`config.mk`:
```
export PLATFORM = sky130hd
export DESIGN_NAME = multiplexed_seven_segment_driver_unit
export DESIGN_NICKNAME = d
export VERILOG_FILES = /design/src/hw/rtl/mssd_pkg.sv /design/src/hw/rtl/multiplexed_seven_segment_driver_unit.sv
export SDC_FILE = /design/constraint.sdc
export NUM_CORES = 1
export LEC_CHECK = 0
export BUFFER_PORTS_ARGS = -buffer_cell sky130_fd_sc_hd__buf_2
export CAP_MARGIN = 15
export CORE_UTILIZATION = 35
export DETAILED_ROUTE_END_ITERATION = 6
export HOLD_SLACK_MARGIN = 0.05
export PLACE_DENSITY_LB_ADDON = 0.08
export SLEW_MARGIN = 30
export SYNTH_ARGS = -nofsm -noshare
export SYNTH_HDL_FRONTEND = slang
export SYNTH_SLANG_ARGS = --single-unit
```
`constraint.sdc`:
```
create_clock -name clk -period 7.05 [get_ports clk]
set_input_delay 1.0575 -clock clk [delete_from_list [all_inputs] [get_ports clk]]
set_output_delay 1.0575 -clock clk [all_outputs]
set_load 0.1 [all_outputs]
```
`src/hw/rtl/mssd_pkg.sv`:
```
// Shared types and constants for the multiplexed seven-segment driver.
`timescale 1ns / 1ps
`default_nettype none

package mssd_pkg;

  // Geometry
  localparam int DIGITS    = 4;
  localparam int POS_W     = $clog2(DIGITS);
  localparam int CODE_W    = 4;
  localparam int SEG_W     = 8;
  localparam int TICK_W    = 8;
  localparam int PCT_W     = 7;
  localparam int NUMBER_W  = 16;
  localparam int BIN_W     = 14;   // holds 0..9999
  localparam int PROD_W    = PCT_W + TICK_W + 1;
  localparam int PIDX_W    = 3;

  // Input and output stream widths
  localparam int IN_DATA_W  = 32;
  localparam int IN_USER_W  = 2;
  localparam int OUT_DATA_W = 16;
  localparam int CFG_IDX_W  = 1;
  localparam int CFG_DATA_W = 8;

  // Request kinds carried on tuser
  typedef enum logic [IN_USER_W-1:0] {
    MODE_TICK   = 2'd0,
    MODE_NUMBER = 2'd1,
    MODE_DIGIT  = 2'd2,
    MODE_POINT  = 2'd3
  } mode_t;

  // Configuration register indexes
  localparam logic [CFG_IDX_W-1:0] CFG_BRIGHTNESS = 1'b0;
  localparam logic [CFG_IDX_W-1:0] CFG_SCAN_TOP   = 1'b1;

  // Reset values and limits
  localparam logic [PCT_W-1:0]  PCT_MIN       = 7'd5;
  localparam logic [PCT_W-1:0]  PCT_MAX       = 7'd100;
  localparam logic [TICK_W-1:0] TOP_RESET     = 8'd49;
  localparam logic [PIDX_W-1:0] POINT_OFF     = 3'd7;
  localparam logic [CODE_W-1:0] ERR_CODE      = 4'd14;
  localparam logic [SEG_W-1:0]  SEG_ALL_OFF   = 8'hFF;
  localparam logic [DIGITS-1:0] ENABLE_RESET  = 4'b0001;
  localparam int                POINT_BIT     = 5;
  localparam logic [3:0]        POINT_POS_OFF = 4'hF;
  localparam logic [BIN_W-1:0]  NUMBER_MAX    = 14'd9999;

  // Reciprocal multipliers for constant division (exact over the used range)
  localparam logic [15:0] RECIP_10   = 16'd52429;  // >> 19
  localparam logic [12:0] RECIP_100  = 13'd5243;   // >> 19
  localparam logic [13:0] RECIP_1000 = 14'd8389;   // >> 23

  // Glyph patterns, active high, indexed by digit code
  function automatic logic [SEG_W-1:0] seg_pattern(input logic [CODE_W-1:0] code);
    logic [SEG_W-1:0] pat;
    case (code)
      4'd0:    pat = 8'd215;
      4'd1:    pat = 8'd17;
      4'd2:    pat = 8'd143;
      4'd3:    pat = 8'd155;
      4'd4:    pat = 8'd89;
      4'd5:    pat = 8'd218;
      4'd6:    pat = 8'd222;
      4'd7:    pat = 8'd145;
      4'd8:    pat = 8'd223;
      4'd9:    pat = 8'd219;
      4'd10:   pat = 8'd221;
      4'd11:   pat = 8'd94;
      4'd12:   pat = 8'd198;
      4'd13:   pat = 8'd31;
      4'd14:   pat = 8'd206;
      default: pat = 8'd204;
    endcase
    return pat;
  endfunction

endpackage

`default_nettype wire

```
`src/hw/rtl/multiplexed_seven_segment_driver_unit.sv`:
```
// Four-digit multiplexed seven-segment driver with PWM dimming.
// A request is registered in stage A, and its result is then held in the output register.
// Throughput: one request per cycle while the output stream is not stalled; the pre-divide
//   and state-update stages are registered, and backpressure reaches s_tready combinationally.
// Reset (rst, synchronous, active high): digit codes 0, point off, position 0,
//   segments all off, digit 0 enabled, brightness 5% (the minimum), top 49.
`timescale 1ns / 1ps
`default_nettype none

module multiplexed_seven_segment_driver_unit (
  input  wire                                  clk,
  input  wire                                  rst,
  // Input stream
  input  wire                                  s_tvalid,
  output logic                                 s_tready,
  // tdata: number[15:0], digit_pos[17:16], digit_code[21:18], point_pos[25:22], zeros
  input  wire  [mssd_pkg::IN_DATA_W-1:0]       s_tdata,
  // tuser: mode[1:0]
  input  wire  [mssd_pkg::IN_USER_W-1:0]       s_tuser,
  // Output stream
  output logic                                 m_tvalid,
  input  wire                                  m_tready,
  // tdata: segments[7:0], digit_enable[11:8], zeros
  output logic [mssd_pkg::OUT_DATA_W-1:0]      m_tdata,
  // Configuration writes
  input  wire                                  cfg_we,
  input  wire  [mssd_pkg::CFG_IDX_W-1:0]       cfg_index,
  input  wire  [mssd_pkg::CFG_DATA_W-1:0]      cfg_data
);
  import mssd_pkg::*;

  // Configuration: clamped percent, top and their product
  logic [PCT_W-1:0]  pct;
  logic [TICK_W-1:0] top;
  logic [PROD_W-1:0] duty_prod;
  logic [PCT_W-1:0]  wr_pct;

  always_comb begin
    wr_pct = cfg_data[PCT_W-1:0];
    if (wr_pct < PCT_MIN) wr_pct = PCT_MIN;
    else if (wr_pct > PCT_MAX) wr_pct = PCT_MAX;
  end

  always_ff @(posedge clk) begin
    if (rst) begin
      pct       <= PCT_MIN;
      top       <= TOP_RESET;
      duty_prod <= PROD_W'(PCT_MIN) * PROD_W'(TOP_RESET);
    end else if (cfg_we) begin
      unique case (cfg_index)
        CFG_BRIGHTNESS: begin
          pct       <= wr_pct;
          duty_prod <= PROD_W'(wr_pct) * PROD_W'(top);
        end
        CFG_SCAN_TOP: begin
          top       <= cfg_data;
          duty_prod <= PROD_W'(pct) * PROD_W'(cfg_data);
        end
        default: ;
      endcase
    end
  end

  // Stage A: register the request with its decimal quotients
  logic [BIN_W-1:0] in_bin;
  logic [29:0]      div10_prod;
  logic [27:0]      div100_prod;
  logic [27:0]      div1000_prod;
  logic             in_bad;

  assign in_bin       = s_tdata[BIN_W-1:0];
  assign div10_prod   = 30'(in_bin) * 30'(RECIP_10);
  assign div100_prod  = 28'(in_bin) * 28'(RECIP_100);
  assign div1000_prod = 28'(in_bin) * 28'(RECIP_1000);
  assign in_bad       = s_tdata[NUMBER_W-1] || (s_tdata[NUMBER_W-2:BIN_W] != '0)
                        || (in_bin > NUMBER_MAX);

  logic              a_valid;
  mode_t             a_mode;
  logic              a_bad;
  logic [BIN_W-1:0]  a_bin;
  logic [9:0]        a_q10;
  logic [6:0]        a_q100;
  logic [3:0]        a_q1000;
  logic [POS_W-1:0]  a_pos;
  logic [CODE_W-1:0] a_code;
  logic [3:0]        a_point;
  logic              a_advance;

  assign a_advance = a_valid && (!m_tvalid || m_tready);
  assign s_tready  = !a_valid || a_advance;

  always_ff @(posedge clk) begin
    if (rst) begin
      a_valid <= 1'b0;
    end else if (s_tready) begin
      a_valid <= s_tvalid;
    end
    if (s_tvalid && s_tready) begin
      a_mode  <= mode_t'(s_tuser);
      a_bad   <= in_bad;
      a_bin   <= in_bin;
      a_q10   <= div10_prod[28:19];
      a_q100  <= div100_prod[25:19];
      a_q1000 <= div1000_prod[26:23];
      a_pos   <= s_tdata[17:16];
      a_code  <= s_tdata[21:18];
      a_point <= s_tdata[25:22];
    end
  end

  // Display state
  logic [CODE_W-1:0] digit_codes [DIGITS];
  logic [POS_W-1:0]  active_position;
  logic [PIDX_W-1:0] point_index;
  logic [TICK_W-1:0] tick_count;
  logic [SEG_W-1:0]  segment_latch;
  logic [DIGITS-1:0] enable_latch;

  // Compare value: floor(pct*top/100) - 1, floored at zero
  logic [27:0]       cmp_prod;
  logic [TICK_W-1:0] cmp_quot;
  logic [TICK_W-1:0] cmp_value;

  assign cmp_prod  = 28'(duty_prod) * 28'(RECIP_100);
  assign cmp_quot  = cmp_prod[26:19];
  assign cmp_value = (cmp_quot == '0) ? '0 : cmp_quot - 1'b1;

  // Decimal digits from the registered quotients
  logic [6:0]        rem1;
  logic [9:0]        rem2;
  logic [BIN_W-1:0]  rem3;
  logic [CODE_W-1:0] dec [DIGITS];

  always_comb begin
    rem1   = a_q100 - 7'(a_q1000 * 7'd10);
    rem2   = a_q10 - 10'(a_q100 * 10'd10);
    rem3   = a_bin - BIN_W'(a_q10 * BIN_W'(10));
    dec[0] = a_q1000;
    dec[1] = rem1[CODE_W-1:0];
    dec[2] = rem2[CODE_W-1:0];
    dec[3] = rem3[CODE_W-1:0];
  end

  // Next state for the request in stage A
  logic [CODE_W-1:0] digit_codes_next [DIGITS];
  logic [POS_W-1:0]  active_position_next;
  logic [PIDX_W-1:0] point_index_next;
  logic [TICK_W-1:0] tick_count_next;
  logic [SEG_W-1:0]  segment_latch_next;
  logic [DIGITS-1:0] enable_latch_next;
  logic [POS_W-1:0]  nxt_pos;
  logic [SEG_W-1:0]  nxt_pat;

  always_comb begin
    digit_codes_next     = digit_codes;
    active_position_next = active_position;
    point_index_next     = point_index;
    tick_count_next      = tick_count;
    segment_latch_next   = segment_latch;
    enable_latch_next    = enable_latch;
    nxt_pos              = active_position + 1'b1;
    nxt_pat              = seg_pattern(digit_codes[nxt_pos]);
    if (point_index == PIDX_W'(nxt_pos)) nxt_pat[POINT_BIT] = 1'b1;

    unique case (a_mode)
      MODE_TICK: begin
        // blank first; a wrap on the same tick relights
        if (tick_count == cmp_value) enable_latch_next = '0;
        if (tick_count >= top) begin
          tick_count_next      = '0;
          active_position_next = nxt_pos;
          segment_latch_next   = ~nxt_pat;
          enable_latch_next    = DIGITS'(1) << nxt_pos;
        end else begin
          tick_count_next = tick_count + 1'b1;
        end
      end
      MODE_NUMBER: begin
        for (int i = 0; i < DIGITS; i++) begin
          digit_codes_next[i] = a_bad ? ERR_CODE : dec[i];
        end
      end
      MODE_DIGIT: begin
        digit_codes_next[a_pos] = a_code;
      end
      MODE_POINT: begin
        // place counted from the right; other places leave it alone
        if (a_point[3:2] == 2'b00) point_index_next = PIDX_W'(2'd3 - a_point[1:0]);
        else if (a_point == POINT_POS_OFF) point_index_next = POINT_OFF;
      end
      default: ;
    endcase
  end

  always_ff @(posedge clk) begin
    if (rst) begin
      for (int i = 0; i < DIGITS; i++) digit_codes[i] <= '0;
      active_position <= '0;
      point_index     <= POINT_OFF;
      tick_count      <= '0;
      segment_latch   <= SEG_ALL_OFF;
      enable_latch    <= ENABLE_RESET;
    end else if (a_advance) begin
      digit_codes     <= digit_codes_next;
      active_position <= active_position_next;
      point_index     <= point_index_next;
      tick_count      <= tick_count_next;
      segment_latch   <= segment_latch_next;
      enable_latch    <= enable_latch_next;
    end
  end

  // Output register
  always_ff @(posedge clk) begin
    if (rst) begin
      m_tvalid <= 1'b0;
    end else if (a_advance) begin
      m_tvalid <= 1'b1;
    end else if (m_tready) begin
      m_tvalid <= 1'b0;
    end
    if (a_advance) begin
      m_tdata <= {(OUT_DATA_W - SEG_W - DIGITS)'(0), enable_latch_next, segment_latch_next};
    end
  end

  // Checks
  a_enable_onehot0: assert property (@(posedge clk) disable iff (rst)
    $onehot0(enable_latch))
    else $error("digit enable has more than one bit set");

  a_point_legal: assert property (@(posedge clk) disable iff (rst)
    point_index <= PIDX_W'(DIGITS - 1) || point_index == POINT_OFF)
    else $error("point index holds an unused value");

  a_wrap_clears: assert property (@(posedge clk) disable iff (rst)
    a_advance && a_mode == MODE_TICK && tick_count >= top |=> tick_count == '0)
    else $error("tick counter did not wrap");

  a_stall_full: assert property (@(posedge clk) disable iff (rst)
    !s_tready |-> a_valid && m_tvalid && !m_tready)
    else $error("input stalled without a full pipeline");

  a_write_holds_display: assert property (@(posedge clk) disable iff (rst)
    a_advance && a_mode != MODE_TICK |=> $stable(segment_latch) && $stable(enable_latch))
    else $error("content write changed the display latches");

endmodule

`default_nettype wire

```
* Word level (Yosys, flattened, before mapping)
Memories as Yosys holds them, arrays and structs flattened.
Index checks and enable logic that the tools add are counted.
** Word-level totals
- Latch bits :: 0
- ROM bits :: 112
- Bits of input ports :: 48
- Logic and storage cells :: 106
- RAM bits :: 0
- Memories :: 1
- Output and inout bits :: 18
- Register bits after elaboration :: 124
** Memory list
- (no name shown) :: words 16, bits a word 7, read ports 1, clocked after Yosys merged registers in 0, wr ports 0, line mssd_pkg.sv:58 : case (code)
** Operators by class
- Equality and inequality tests :: 6
- Bitwise operators :: 4
- Multiply operators :: 9
- Magnitude comparators :: 7
- Add/sub/neg operators :: 7
- Multiplexer cells :: 26
- Shift-type cells :: 1
- Divide/modulo/power cells :: 0
- Reduce and logical (&&, ||, !) cells :: 21
** Operators with widths (count)
- 16-bit one-hot mux with 2 select lines :: 2
- 4-bit two-way mux :: 10
- 8-bit two-way mux :: 4
- 7-bit by 8-bit multiplier with 15-bit output :: 2
- 14-bit by 16-bit multiplier with 29-bit output, second input constant :: 1
- 14-bit by 14-bit multiplier with 27-bit output, second input constant :: 1
- 16-bit by 13-bit multiplier with 27-bit output, second input constant :: 1
- 14-bit by 13-bit multiplier with 26-bit output, second input constant :: 1
- 16-bit bitwise mux :: 1
- 14-bit greater-than comparator, second input constant :: 1
- 7-bit two-way mux :: 2
- 4-bit subtractor :: 3
- 10-bit by 3-bit multiplier with 3-bit output, second input constant :: 1
- 8-bit by 1-bit adder with 8-bit output, second input constant :: 1
- 4-bit binary-select mux with 2-bit select :: 1
- 4-bit demux with 2-bit select :: 1
- 8-bit equality test :: 1
- 8-bit greater-or-equal comparator :: 1
- 8-bit logical NOT :: 1
- 8-bit NOT :: 1
- 2-bit AND reduction :: 4
- 8-bit by 1-bit subtractor with 8-bit output, second input constant :: 1
- 7-bit greater-than comparator, second input constant :: 1
- 7-bit by 3-bit < comparator with 1-bit output, second input constant :: 1
- other kinds (21) :: 37

* Longest topological paths before layout
An unclocked memory read counts as a cell.
- Depth after elaboration :: 9
- Gate-level depth with buffers :: 26
- Gate-level depth less buffers :: 26

* Worst setup path before layout
Ideal clock, no wire load.
- Path type :: reg-to-reg
- Start :: register duty_prod[11]
- End :: register m_tdata[10] in the netlist's numbering (data pin)
- Required time :: 6.786 ns
- Library setup time :: 0.264 ns
- Slack :: 1.070 ns
- Stages on the path, launching flop included :: 26
- Arrival time :: 5.716 ns
- Path buffers :: 0
- Clock period less this slack :: 5.980 ns
- Path through :: dfxtp_1 > fa_1 > ha_1 > inv_1 > fa_1 > inv_1 > fa_1 > inv_1 > fa_1 > inv_1 > ha_1 > nand4_2 > nor3_2 > a22oi_2 > and3_1 > a211oi_2 > inv_2 > ha_1 > and4bb_2 > nand3_1 > nand4_1 > mux2i_1 > xnor2_1 > o31ai_4 > o311ai_1 > nand2_1
** On the way
- Longest elaborated chain between the ends :: 7
- Elaborated cells between the ends (all ways) :: 8
- Classes of those cells :: add/sub: 1; mul: 1; eq/ne: 1; mux: 4; reduce/logical: 1
** RTL lines
- start: declaration :: line multiplexed_seven_segment_driver_unit.sv:35 : logic [PROD_W-1:0] duty_prod;
- start signal: assignment :: line multiplexed_seven_segment_driver_unit.sv:48 : duty_prod <= PROD_W'(PCT_MIN) * PROD_W'(TOP_RESET);
- start signal: assignment :: line multiplexed_seven_segment_driver_unit.sv:53 : duty_prod <= PROD_W'(wr_pct) * PROD_W'(top);
- start signal: assignment :: line multiplexed_seven_segment_driver_unit.sv:57 : duty_prod <= PROD_W'(pct) * PROD_W'(cfg_data);
- 16-bit by 13-bit multiplier with 27-bit output * :: line multiplexed_seven_segment_driver_unit.sv:125 : assign cmp_prod = 28'(duty_prod) * 28'(RECIP_100);
- 8-bit by 1-bit subtractor with 8-bit output or 8-bit logical NOT (tied branches) :: line multiplexed_seven_segment_driver_unit.sv:127 : assign cmp_value = (cmp_quot == '0) ? '0 : cmp_quot - 1'b1;
- 8-bit two-way mux * :: line multiplexed_seven_segment_driver_unit.sv:127
- 8-bit equality test * :: line multiplexed_seven_segment_driver_unit.sv:169 : if (tick_count == cmp_value) enable_latch_next = '0;
- 4-bit two-way mux * :: line multiplexed_seven_segment_driver_unit.sv:169
- 4-bit two-way mux * :: line multiplexed_seven_segment_driver_unit.sv:170 : if (tick_count >= top) begin
- 4-bit two-way mux * :: line multiplexed_seven_segment_driver_unit.sv:166 : unique case (a_mode)
- via enable_latch_next[2] :: line multiplexed_seven_segment_driver_unit.sv:151 : logic [DIGITS-1:0] enable_latch_next;
- end signal: assignment :: line multiplexed_seven_segment_driver_unit.sv:224 : m_tdata <= {(OUT_DATA_W - SEG_W - DIGITS)'(0), enable_latch_next, segment_latch_next};
- end: declaration :: line multiplexed_seven_segment_driver_unit.sv:24 : output logic [mssd_pkg::OUT_DATA_W-1:0] m_tdata,
The timed path passes the listed nets; every way through them passes the cells marked *.
A chain may end at the register's enable or synchronous reset.

* Final worst setup path
- Start :: register duty_prod[10]
- End :: register m_tdata[9] in the netlist's numbering (data pin)
The elaborated chain is that of the path after synthesis.

==> flow_summary.ini <==
[detailed_routing]
drt-pass1-iter-count = 5
drt-initial-drc-count = 548
postRouteAntennaNets = 0
wirelength_mm = 50.5
viasPerCell = 4.82
drc = 0
wl_per_cell_um = 16.7
via_count = 14542

[clock_network]
ctsHtreeMaxLevel = 4
clk_pin_slew_ps = 60
ctsLongestPathBuffers = 2
cts_tree = built
cts-buffers-inserted = 17
clock_latency_ps = 430
cts_setup_buffers = 0
numClockSinks = 114
cts-root-buf = clkbuf_16

[yosys]
synth-seq-area-share = 0.131
yosysWarningCount = 0
synth_edf_count = 41
synth_area_per_cell_um2 = 9.41
ys_ff_latch = 114
synth_area_leader_cell = fa_1
postSynthCellCount = 2191
synthesis.area_mm2 = 0.0206
synth.most_common_cell = inv_1
synth_flop_cell = dfxtp_1
async_reset_ff_frac = 0
synth_area_leaders = fa_1 (26%), ha_1 (26%), inv_1 (9.0%)
synth_common_cells = inv_1 (497), ha_1 (422), fa_1 (264), nand2_1 (151), nor2_1 (88)
yosysTopAreaCellShare = 0.256
synth_cell_types = 99

[worst_setup_path]
start_kind = register
crit_slowest_cell = dfxtp_1
critical_path_class = reg -> reg
worstPathMaxFanout = 7
critPathArrivalTime_ps = 6710
end_kind = register
path_buf_inv = 5
slowest_delay_ps = 530
crit_family = adder cells
cp.required_ps = 7210

[timing]
setup_viol = 0
hold_violations = 0
relSlewSlack = 0.477
finalClockSkew_ps = 8.63
setup_tns_ps = 0
max_freq_ghz = 0.153
rsz0062_at_grt = no
finalCritPeriodShare = 0.929
fin_crit_ps = 6550
worst_pin_slew_ps = 785
finalMaxSlewViolations = 0

[worst_hold_path]
hold_path_class = reg -> reg

[finish]
area_growth_pct = 8.22
nNetsFinal = 2971
drive_gt1_frac = 0.0751
num_antenna_cells = 0
final_area_mm2 = 0.0223

[grt]
grt_max_degree = 62
grt_pass1_vias = 15588
grt_use_met3 = 0.0125
grt_pass1_wl_mm = 83.3
grt_use_met2 = 0.319
antenna_found_initial = 0
top_usage_layer = met2
grt_usage = 0.177
grt_use_met1 = 0.229
grt_overflow = 0

[pwr]
internal-power_mw = 4.57
irDropWorstVdd_mv = 0.688
clkPwrFrac = 0.083
power-per-cell-area_mw_per_mm2 = 443
p_comb_frac = 0.830
p_sw_mw = 5.31
power_frac_seq = 0.088
switching_share = 0.537
leakage_nw = 11.4

[floorplanning]
die_w_um = 245
start_util = 0.356
dieArea_mm2 = 0.0599
die_height_um = 245
fp.coreArea_mm2 = 0.0579
ios = 66
row_count = 88

[placed_design]
place_congestion = 0.827
dp_hpwl_mm = 42.8
placed_cell_area_mm2 = 0.0218
io_buffers = 55

[flow_run]
maxCapViolCount = 0

[outcome]
status = finished, final reports clean
## flip-flops by register name, indices dropped and copies added (netlist names), 3 cells and up
name	flops
a_bin	4
digit_codes	16
point_index	3
segment_latch	8
tick_count	8
pct	7
a_point	4
enable_latch	4
a_q10	4
m_tdata	12
a_code	4
a_q1000	4
duty_prod	15
top	8
a_q100	4
## worst register-to-register path: cells and delay by family, from the launching register on
| family | cells | cell delay [ps] |
|---|---|---|
| flip-flops | 1 | 530 |
| multiplexers | 1 | 210 |
| adder cells (fa/ha/maj) | 7 | 2890 |
| XOR/XNOR | 1 | 190 |
| AND/OR/NAND/NOR | 7 | 1150 |
| buffers and inverters | 5 | 280 |
| AO/OA/AOI/OAI | 4 | 1040 |
## cells in the final DEF, fill, tap and decap left out, drive strengths merged, types with 5 or more instances in the layout
cell | netlist | layout
a2111oi | 5 | 5
a211o | 11 | 11
a211oi | 16 | 16
a21o | 25 | 25
a21oi | 85 | 85
a22oi | 8 | 8
a31oi | 6 | 6
and2 | 44 | 44
and3 | 19 | 19
buf | 12 | 84
clkbuf | 46 | 18
clkinv | 1 | 8
dfxtp | 73 | 73
edfxtp | 41 | 41
fa | 264 | 264
ha | 422 | 422
inv | 499 | 504
mux2 | 9 | 9
mux2i | 9 | 9
nand2 | 153 | 153
nand2b | 15 | 15
nand3 | 27 | 27
nand4 | 11 | 11
nor2 | 89 | 89
nor2b | 11 | 11
nor3 | 34 | 34
o211ai | 16 | 16
o21a | 19 | 19
o21ai | 51 | 51
o21bai | 12 | 12
o22ai | 19 | 19
o311ai | 5 | 5
xnor2 | 51 | 51
xor2 | 19 | 19
## metrics by stage
stage / setup slack [ps] / util / hold WS [ps] / instances / total power [mW]
after floorplan: 1070 / - / 452 / 2194 / 7.12
after global placement: 385 / 0.376 / 468 / 2983 / 9.00
after detailed placement: 324 / 0.376 / 477 / 2983 / 9.07
after CTS: 332 / 0.385 / 488 / 3015 / 9.97
after global routing: 35.2 / 0.385 / 532 / 3015 / 11.3
final: 503 / 0.385 / 486 / 3015 / 9.88
## final timing paths
| check | startpoint | to | slack [ps] | depth (start not counted) |
|---|---|---|---|---|
| hold / removal | enable_latch[0] | enable_latch[0] | 490 | 2 |
| setup reg to reg | duty_prod[10] | m_tdata[9] | 500 | 25 |
| hold reg to reg | enable_latch[0] | enable_latch[0] | 490 | 2 |
| setup / recovery | duty_prod[10] | m_tdata[9] | 500 | 25 |
## logic make-up (layout without fill, tap and decap cells)
group,Yosys count,count (layout),share of synthesized area
compound gates,312,312,0.104
xor+xnor,72,72,0.0329
fa+ha+maj,686,686,0.512
buf+inv,560,616,0.107
flops,114,114,0.131
mux,22,22,0.0138
other cells,1,4,0.000182
simple gates,424,424,0.0989
## repair_timing
action,in CTS,in global routing
setup endpoints to repair,0,7
gates resized for setup,0,2
hold buffers,0,0
## power groups by stage
stage	logic (mW)	clock network (mW)	registers, mW
2_1_floorplan	6.24	0	0.879
3_3_place_gp	8.12	0	0.881
3_5_place_dp	8.19	0	0.881
4_1_cts	8.26	0.842	0.868
5_1_grt	9.53	0.865	0.877
6_report	8.20	0.815	0.865
## cell type report
type	instances	area, um2
clock buffer	18	439
clock inverter	14	105
fill	5942	35600
inverter	500	1880
multi-input combinational	1520	15700
sequential	114	2690
tap	765	957
timing repair buffer	84	493
## routing by layer
metal	vias up	part of all wire
met3	37	0.015
li1	7217	-
met5	-	0
met2	145	0.50
met1	7143	0.46
met4	0	0.017
No activity file was read; power rests on OpenSTA's default activity.
